$ cat src/hdl/bcmc_pkg.sv
// Shared types and constants for the box collision mask checker.
// Used by every module of the block; depends on nothing else.
`timescale 1ns / 1ps
`default_nettype none

package bcmc_pkg;

	// Mask store geometry.
	localparam int STORE_ADDR_W = 15;
	localparam int WORD_W       = 32;
	localparam int BITSEL_W     = 5;

	// Stream payload layout.
	localparam int POS_W        = 20;
	localparam int COORD_W      = 21;
	localparam int SIZE_W       = 10;
	localparam int S_TDATA_W    = 112;
	localparam int M_TDATA_W    = 8;

	// Inset of the sample box, 4.0 units in Q15.4.
	localparam int INSET_Q4     = 64;

	// Width of the point counter; eight points are sampled per box query.
	localparam int POINT_CNT_W  = 3;

	// Item kind carried on the slave tuser.
	typedef enum logic {
		CMD_WRITE = 1'b0,
		CMD_QUERY = 1'b1
	} cmd_t;

	// Control sequencer states.
	typedef enum logic [1:0] {
		ST_CLEAR,
		ST_IDLE,
		ST_RUN,
		ST_WAIT
	} state_t;

	// One access to the single-port mask memory.
	typedef struct packed {
		logic                    we;
		logic [STORE_ADDR_W-1:0] addr;
		logic [WORD_W-1:0]       wdata;
	} ram_req_t;

	// Sideband that travels with each sample point down the pipeline.
	typedef struct packed {
		logic valid;
		logic last;
	} pt_tag_t;

endpackage

`default_nettype wire

$ cat src/hdl/bcmc_axis.sv
// Maps one Q15.4 coordinate to a chunk index and a mask cell on one axis.
// Two pipeline stages; depends on bcmc_pkg for coordinate widths.
`timescale 1ns / 1ps
`default_nettype none

module bcmc_axis
	import bcmc_pkg::*;
#(
	parameter int COUNT       = 4,
	parameter int MASK_CELLS  = 256,
	parameter int CHUNK_UNITS = 1024,
	parameter int WORLD_UNITS = 4096,
	localparam int CHUNK_W    = (COUNT > 1) ? $clog2(COUNT) : 1,
	localparam int CELL_W     = $clog2(MASK_CELLS)
) (
	input  wire logic                      clk,
	input  wire logic signed [COORD_W-1:0] coord,
	output logic                           in_world_s2,
	output logic [CHUNK_W-1:0]             chunk_s2,
	output logic [CELL_W-1:0]              cell_s2
);

	// Chunk span and world limit in Q4 units.
	localparam int SPAN  = CHUNK_UNITS * 16;
	localparam int LIMIT = WORLD_UNITS * 16;
	localparam int LOC_W = $clog2(SPAN);
	// floor(loc * MASK_CELLS / SPAN) as a multiply by a rounded-up reciprocal.
	// With loc below SPAN and SHIFT = 2 * LOC_W the result is exact.
	localparam int SHIFT = 2 * LOC_W;
	localparam longint unsigned RECIP =
		((longint'(MASK_CELLS) << SHIFT) + longint'(SPAN) - 1) / longint'(SPAN);
	localparam int RECIP_W = $clog2(RECIP + 1);
	localparam int PROD_W  = LOC_W + RECIP_W;

	logic [POS_W-1:0]   mag;
	logic               in_world;
	logic [CHUNK_W-1:0] chunk;
	logic [POS_W-1:0]   base;
	logic [POS_W-1:0]   loc_full;
	logic               over;

	logic               in_world_s1;
	logic [CHUNK_W-1:0] chunk_s1;
	logic               over_s1;
	logic [LOC_W-1:0]   loc_s1;

	logic [PROD_W-1:0]  prod;
	logic [CELL_W-1:0]  cell_sel;

	assign mag      = coord[POS_W-1:0];
	assign in_world = !coord[COORD_W-1] && (32'(mag) < 32'(LIMIT));

	// Chunk index by comparing against every chunk boundary; the last chunk
	// takes everything beyond it.
	always_comb begin
		chunk = '0;
		base  = '0;
		for (int k = 1; k < COUNT; k++) begin
			if (32'(mag) >= 32'(k * SPAN)) begin
				chunk = CHUNK_W'(k);
				base  = POS_W'(k * SPAN);
			end
		end
	end

	assign loc_full = mag - base;
	assign over     = (32'(loc_full) >= 32'(SPAN));

	// Stage 1: chunk found, offset inside the chunk.
	always_ff @(posedge clk) begin
		in_world_s1 <= in_world;
		chunk_s1    <= chunk;
		over_s1     <= over;
		loc_s1      <= loc_full[LOC_W-1:0];
	end

	// Cell index; an offset past the chunk clamps to the last cell.
	assign prod     = PROD_W'(loc_s1) * PROD_W'(RECIP);
	assign cell_sel = over_s1 ? CELL_W'(MASK_CELLS - 1) : prod[SHIFT +: CELL_W];

	// Stage 2: chunk and cell ready for address forming.
	always_ff @(posedge clk) begin
		in_world_s2 <= in_world_s1;
		chunk_s2    <= chunk_s1;
		cell_s2     <= cell_sel;
	end

endmodule

`default_nettype wire

$ cat config.mk
export PLATFORM = sky130hd
export DESIGN_NAME = bcmc_axis
export DESIGN_NICKNAME = d
export VERILOG_FILES = /design/src/hdl/bcmc_pkg.sv /design/src/hdl/bcmc_axis.sv
export SDC_FILE = /design/constraint.sdc
export NUM_CORES = 1
export LEC_CHECK = 0
export ABC_AREA = 0
export BUFFER_PORTS_ARGS = -buffer_cell sky130_fd_sc_hd__buf_2
export CORE_MARGIN = 2
export CORE_UTILIZATION = 48
export CTS_BUF_LIST = sky130_fd_sc_hd__clkbuf_4 sky130_fd_sc_hd__clkbuf_8
export CTS_CLUSTER_SIZE = 24
export DETAILED_ROUTE_END_ITERATION = 10
export PLACE_DENSITY = 0.95
export SLEW_MARGIN = 15
export SYNTH_ARGS = -nofsm -noshare
export SYNTH_HDL_FRONTEND = slang
export SYNTH_SLANG_ARGS = --single-unit
$ cat constraint.sdc
create_clock -name clk -period 3.1 [get_ports clk]
set_input_delay 0.62 -clock clk [delete_from_list [all_inputs] [get_ports clk]]
set_output_delay 0.62 -clock clk [all_outputs]
set_load 0.05 [all_outputs]
Yosys cells after proc, flatten, opt, wreduce, memory -nomap -nowiden
Cells that the tools add are included.

Add/subtract/negate cells: 1. $lt $le $gt $ge: 5. Reduce and logical (&&, ||, !) cells: 3. Mux-type cells: 5.

Operators by type and width (number): $ge 20x15->1 const B (2); $ge 20x16->1 const B (2); $mux 20 (2); $lt 20x17->1 const B (1); $sub 20x20->20 (1); $mux 15 (1); $mux 1 (2); $reduce_or 2->1 (1); $logic_and 1x1->1 (1); $logic_not 1->1 (1).

Flip-flop bits (word level): 29. Input bits: 22. Logic and storage cells: 22. Output and inout bits: 11.

Depth between registers and ports, before layout
Gate-level depths: netlist of run 1.

Depth after elaboration: 6. Mapped depth: 7. Depth with buffers taken out: 7.

Least setup slack after synthesis of run 1
Ideal clock, no wire load.

Path kind: input-to-reg. From: input coord[17]. To: register over_s1. Cell stages on the path: 7. Buffers on the path: 0. Setup slack: 840 ps. Required time: 2971 ps. Library setup time: 129 ps. Arrival: 2131 ps. Cells stage by stage: or4_4 -> nor2_4 -> inv_2 -> fa_1 -> nand2_1 -> nor4_1 -> nand3_1.

Word-level cells in the longest chain between the ends: 6. Elaborated cells between the ends (all ways): 8. Classes of those cells: add/sub: 1; order compare: 4; mux: 3.

RTL lines: from (decl) (RTL line bcmc_axis.sv:17) `input wire logic signed [COORD_W-1:0] coord,`; $ge 20x15->1 (RTL line bcmc_axis.sv:59) `if (32'(mag) >= 32'(k * SPAN)) begin`; $mux 15 (RTL line bcmc_axis.sv:59); $mux 20 (2 in series) (RTL line bcmc_axis.sv:59); $sub 20x20->20 (*) (RTL line bcmc_axis.sv:66) `assign loc_full = mag - base;`; $ge 20x15->1 (*) (RTL line bcmc_axis.sv:67) `assign over = (32'(loc_full) >= 32'(SPAN));`; named net over (RTL line bcmc_axis.sv:40) `logic over;`; to (signal assigned) (RTL line bcmc_axis.sv:73) `over_s1 <= over;`; to (decl) (RTL line bcmc_axis.sv:44) `logic over_s1;`.

Mark *: on every way through the listed nets, which the timed path passes. The rest lies on a longest branch. A chain may end at the register's enable or synchronous reset.

Final worst setup path of run 1
Same ends and word-level chain as after synthesis.

==> metrics.txt, run 1 <==
outcome=finished clean; Avg Inst Size Synth=roughly 13 um2; CP Data Arrival Time=2.39 ns; Min-Delay Path Class=register to register; Clock Latency Late Sink=~0.29 ns; Pwr Density=around 560 nW/um2; Worst IR Drop VDD=0.2499 mV; gr ovfl total=0; total negative slack=0 ns; Cell variety after synth=16; fin. max-slew vios=0; Synth Instances=50; CTS tree=done; sequential power share=0.661; P_sw=0.00009727 W; nets=between 100 and 150; vias per inst=~4.6; first-pass GRT wire length=around 1400 um; post-DP HPWL=slightly below 800 um; DRT Pass-1 Iters=2; DR DRC count=0; Initial Utilization=0.5073; port bufs=26; cts hold-fix bufs=0; Resized Gates After CTS=0; n_diodes=0; Met3 Wirelength=~84 um; Routed met1 length=~340 um; core region area=about 1300 um2; worst slew pin tran=~0.32 ns; largest net degree at the start of global routing=14; highest metal used=met3; chip width=just over 40 um; post-CTS setup repair buffer count=0; Rows=13; Starting DRT DRC Count=1; Setup Skew=between 0.004 and 0.005 ns; area occupied by registers=~460 um2; Boundary Pins=33; RSZ-0062 raised after global routing=no; required time of the worst setup path=3.28 ns; Combinational Power Share=0.066; RePlAce Congestion=0.5390; clock share of power=0.273; multi-input logic area=180.2 um2; via count=between 400 and 500; number of antenna violations at the first check in global routing=0; Worst-path clk slew=roughly 0.11 ns; Total Power=0.0004622 W; total of max-cap violations=0; Max Fclk=between 0.4 and 0.5 GHz; P_leak=between 0.3 and 0.4 nW; all-layer global routing usage=0.1333; area delta synth->final=27.06%; CTS buffer count=3; fill cell count=105; # setup viols final=0; Ys Warns=0; Worst Path Max Fanout=4; Crit Path Class=input port to register; crit end category=register; Wirelength per Cell=~10 um; Post-Route WL=about 940 um; clock root buffer=clkbuf_4; switching share of power=0.2104; Final Hold Viols=0; worst hold slack=around 0.34 ns; H-tree levels=1; clk buf depth=2; Period minus WS final=2.211 ns; share of layout cells above drive strength 1=0.5125; Die H=around 40 um; crit path launch type=input port; Syn Nets=75; met2 wire len=512 um; Synth Register Bits=23; final period utilization=0.7134; vias in the first global route=just over 400; Detail Route Antenna Nets=0; die area=approximately 1700 um2; Rel. slew slack=0.7814; R2R Setup Slk=approximately 2.3 ns; Seq/Total Area, Yosys=0.7063; clk sink count=23; Pint=around 0.00036 W; synthesized area=651.9 um2
==> synth_stat cells <==
| master | number | area, um2 |
|---|---|---|
| inv_1 | 2 | 7.510 |
| nand2_1 | 3 | 11.26 |
| or4_1 | 1 | 7.510 |
| ha_1 | 2 | 25.02 |
| nor2_1 | 1 | 3.750 |
| fa_1 | 1 | 20.02 |
| nor2b_1 | 1 | 6.260 |
| inv_2 | 1 | 3.750 |
| or2_2 | 8 | 50.05 |
| xor2_1 | 1 | 8.760 |
| nor4_1 | 2 | 12.51 |
| nand3_1 | 1 | 5.000 |
| or4_4 | 1 | 11.26 |
| dfxtp_1 | 23 | 460.4 |
| o31ai_1 | 1 | 7.510 |
| nor2_4 | 1 | 11.26 |
==> area by class of cell <==
cell class | count | area share
Clock buffer | 3 | 0.02719
Clock inverter | 1 | 0.006042
Inverter | 3 | 0.01360
Multi-Input combinational cell | 24 | 0.2175
Sequential cell | 23 | 0.5559
Tap cell | 15 | 0.02266
Timing Repair Buffer | 26 | 0.1571
==> critical path: stages <==
cell,delay (ns)
buf_2,0.12
or4_4,0.55
nor2_4,0.11
inv_2,0.05
fa_1,0.50
nand2_1,0.05
nor4_1,0.27
nand3_1,0.11
==> cell families after synthesis <==
group / count (synthesis) / share of synthesized area
DFF: 23 / 0.7063
buffers and inverters: 3 / 0.01727
AOI/OAI and AO/OA: 1 / 0.01152
xor gates and xnor gates: 1 / 0.01344
adders and majority gates: 3 / 0.06909
and+or+nand+nor: 19 / 0.1823
==> metrics by stage <==
step                      utilization  setup slack (ns)  instance area [um2]  std cells
after floorplan                     -            0.8396                651.9         50
after global placement         0.6232            0.6074                800.8         91
after detailed placement       0.6232            0.5851                800.8         91
after CTS                      0.6446            0.9077                828.3         95
after global routing           0.6446            0.7504                828.3         95
final                          0.6446            0.8885                828.3         95
==> placed cells by master (no fill, tap or decap), drive strengths merged <==
master and count:
or2 8, nand2 3, o31ai 1, inv 3
nor4 2, or4 2, clkbuf 3, fa 1
clkinv 1, nand3 1, nor2b 1, ha 2
nor2 2, buf 26, dfxtp 23, xor2 1
==> path summary, 6_finish.rpt <==
path,from,end,cells after the start
min reg2reg,in_world_s1,in_world_s2,0
min,in_world_s1,in_world_s2,0
max reg2reg,over_s1,cell_s2[1],1
max,coord[17],over_s1,8
==> sequential cells by signal, summed over array words and instances, names as in the netlist <==
register / flops
over_s1: 1
loc_s1: 8
chunk_s1: 2
chunk_s2: 2
in_world_s1: 1
cell_s2: 8
in_world_s2: 1
==> per-layer routing <==
| layer | GRT usage | up-vias |
|---|---|---|
| met5 | 0 | - |
| met1 | 0.1262 | 200 |
| li1 | - | 222 |
| met3 | 0.03261 | 0 |
| met4 | 0.05000 | 0 |
| met2 | 0.2656 | 18 |
==> power by group through the flow <==
| stage | clock [W] | combinational [W] | sequential (W) |
|---|---|---|---|
| finish | 0.000126 | 0.0000306 | 0.000305 |
| global route | 0.000138 | 0.0000348 | 0.000306 |
| CTS | 0.000129 | 0.0000310 | 0.000305 |
| detailed placement | 0 | 0.0000308 | 0.000312 |
| global placement | 0 | 0.0000294 | 0.000312 |
| floorplan | 0 | 0.00000981 | 0.000317 |
No activity file was read; power rests on OpenSTA's default activity.
==> inputs of run 2 (changes only) <==
CORE_UTILIZATION = 45   (was 48)
PLACE_DENSITY = 0.9   (was 0.95)
clock period = 2.2 ns   (was 3.1 ns; I/O delays follow)
==> run 2 against run 1 <==
  * Non-clock buffer count up 5
  * Worst hold slack got worse by 0.11 ns
  * Setup slack worse by 0.69 ns
  * Final cell count increased by 5.3%
  * First-iteration DRC count did not move
  * Clock power up 42%
  * Cell area up 4.5%
  * Sequential share of layout area down 2.4 points
  * Critical path depth stayed put
  * Clock-buffer cell count is the same
  * Sequential power grew 41%
  * Largest cell class unchanged
  * Largest power group unchanged
  * Highest routed layer is now met4
==> metrics.txt, run 2 (same netlist as run 1, synthesis figures left out) <==
fin. max-slew vios=0 (unchanged); cts hold-fix bufs=0 (unchanged); total of max-cap violations=0 (unchanged); post-CTS setup repair buffer count=0 (unchanged); die area=1769 um2 (+6.0%); required time of the worst setup path=2.38 ns (-0.90 ns); Initial Utilization=0.4887 (-0.01856); CTS tree=done; DR DRC count=0 (unchanged); Setup Skew=0.006790 ns (+0.001815 ns); Post-Route WL=975 um (+3.6%); gr ovfl total=0 (unchanged); Detail Route Antenna Nets=0 (unchanged); n_diodes=0 (unchanged); Crit Path Class=input port to register; largest net degree at the start of global routing=14 (unchanged); R2R Setup Slk=1.40 ns (-0.94 ns); Total Power=0.0006576 W (+42%); Wirelength per Cell=9.750 um (-1.6%); worst hold slack=0.2323 ns (-0.1069 ns); H-tree levels=1 (unchanged); Boundary Pins=33 (unchanged); port bufs=26 (unchanged); vias per inst=4.690 (+1.3%); fill cell count=116 (+10%); crit path launch type=input port; clock root buffer=clkbuf_4; Clock Latency Late Sink=0.30 ns (about the same); Rows=13 (unchanged); CP delay by family, top=simple AND/OR/NAND/NOR gates; number of antenna violations at the first check in global routing=0 (unchanged); nets=111 (+4.7%); most common cell after layout, fill and taps aside=buf_2; RSZ-0062 raised after global routing=no; clk buf depth=2 (unchanged); share of layout cells above drive strength 1=0.5412 (+0.02868); # setup viols final=0 (unchanged); Worst IR Drop VDD=0.3523 mV (+41%); Setup WS pre-CTS=-0.1248 ns (-0.7098 ns); via count=469 (+6.6%); setup ws final=0.1954 ns (-0.6931 ns); Worst-path clk slew=0.12 ns (about the same); final period utilization=0.9112; switching share of power=0.2115 (+0.001088); DRT Pass-1 Iters=3 (+1); most frequent cells in the layout=buf_2, dfxtp_1, or2_2; Worst Path Max Fanout=3 (-1); max incr delay on CP=0.55 ns (about the same); WP buf/inv=2 (unchanged); Final Util=0.6492 (+0.004560); Period minus WS final=2.005 ns; critical-path cell list=buf_2 -> or4_4 -> nor2_4 -> inv_2 -> fa_1 -> nand2_1 -> nor4_1 -> nand3_1; vias in the first global route=397 (-2.0%); RePlAce Congestion=0.6888 (+28%); clock share of power=0.273 (about the same); first-pass GRT wire length=1566 um (+8.6%); area delta synth->final=32.82%; Pint=0.0005185 W (+42%); P_leak=0.3818 nW (+7.1%); Die H=42.06 um (+3.0%); Max Fclk=~0.50 GHz; Min-Delay Path Class=input port to register; Starting DRT DRC Count=1 (unchanged); Slowest cell on crit path=or4_4; sequential power share=0.654 (-0.007); crit end category=register; P_sw=0.0001391 W (+43%); clk sink count=23 (unchanged); CTS buffer count=3 (unchanged); chip width=42.06 um (+3.0%); largest registers=cell_s2 (8), loc_s1 (8); CP Data Arrival Time=2.19 ns (-0.20 ns); core region area=1334 um2 (+3.8%); outcome=finished clean; Pwr Density=759.5 nW/um2 (+36%); post-DP HPWL=798.2 um (+2.6%); all-layer global routing usage=0.1253 (-0.007995); Resized Gates After CTS=0 (unchanged); Rel. slew slack=0.7393 (-0.04207); Final Hold Viols=0 (unchanged); Combinational Power Share=0.073 (+0.007); worst slew pin tran=0.3875 ns (+0.06253 ns)
[run 2: changes by cell type in the layout (fill, tap and decap cells not counted)]
cell	delta
buf_4	+5
[run 2: metrics by stage]
stage	instances	area [um2]	TNS, ns
2_1_floorplan	50	651.9	0
5_1_grt	100	865.8	0
4_1_cts	100	865.8	0
6_report	100	865.8	0
3_3_place_gp	96	838.3	-0.1053
3_5_place_dp	96	838.3	-0.1248
[run 2: layer usage]
metal  track usage  vias up  share of wire
li1              -      233              -
met1        0.1281      217           0.40
met2        0.2000       17           0.50
met3       0.04310        2          0.071
met4        0.1125        0          0.022
met5             0        -              0
[run 2: worst paths after layout]
kind,to,from,depth (start not counted)
max,over_s1,coord[17],8
min,loc_s1[13],coord[13],1
max reg2reg,cell_s2[5],over_s1,1
min reg2reg,chunk_s2[0],chunk_s1[0],0
[run 2: layout make-up]
| cell class | count | area [um2] | share of cell area |
|---|---|---|---|
| sequential | 23 | 460.4 | 0.5318 |
| multi-input combinational | 24 | 180.2 | 0.2081 |
| timing repair buffer | 31 | 167.7 | 0.1936 |
| clock buffer | 3 | 22.52 | 0.02601 |
| tap | 15 | 18.77 | 0.02168 |
| inverter | 3 | 11.26 | 0.01301 |
| clock inverter | 1 | 5.005 | 0.005780 |
[run 2: power groups by stage]
stage	sequential, W	combinational, W	clock [W]
finish	0.000430	0.0000480	0.000179
global route	0.000432	0.0000532	0.000203
CTS	0.000431	0.0000483	0.000187
detailed placement	0.000440	0.0000482	0
global placement	0.000439	0.0000466	0
floorplan	0.000447	0.0000138	0
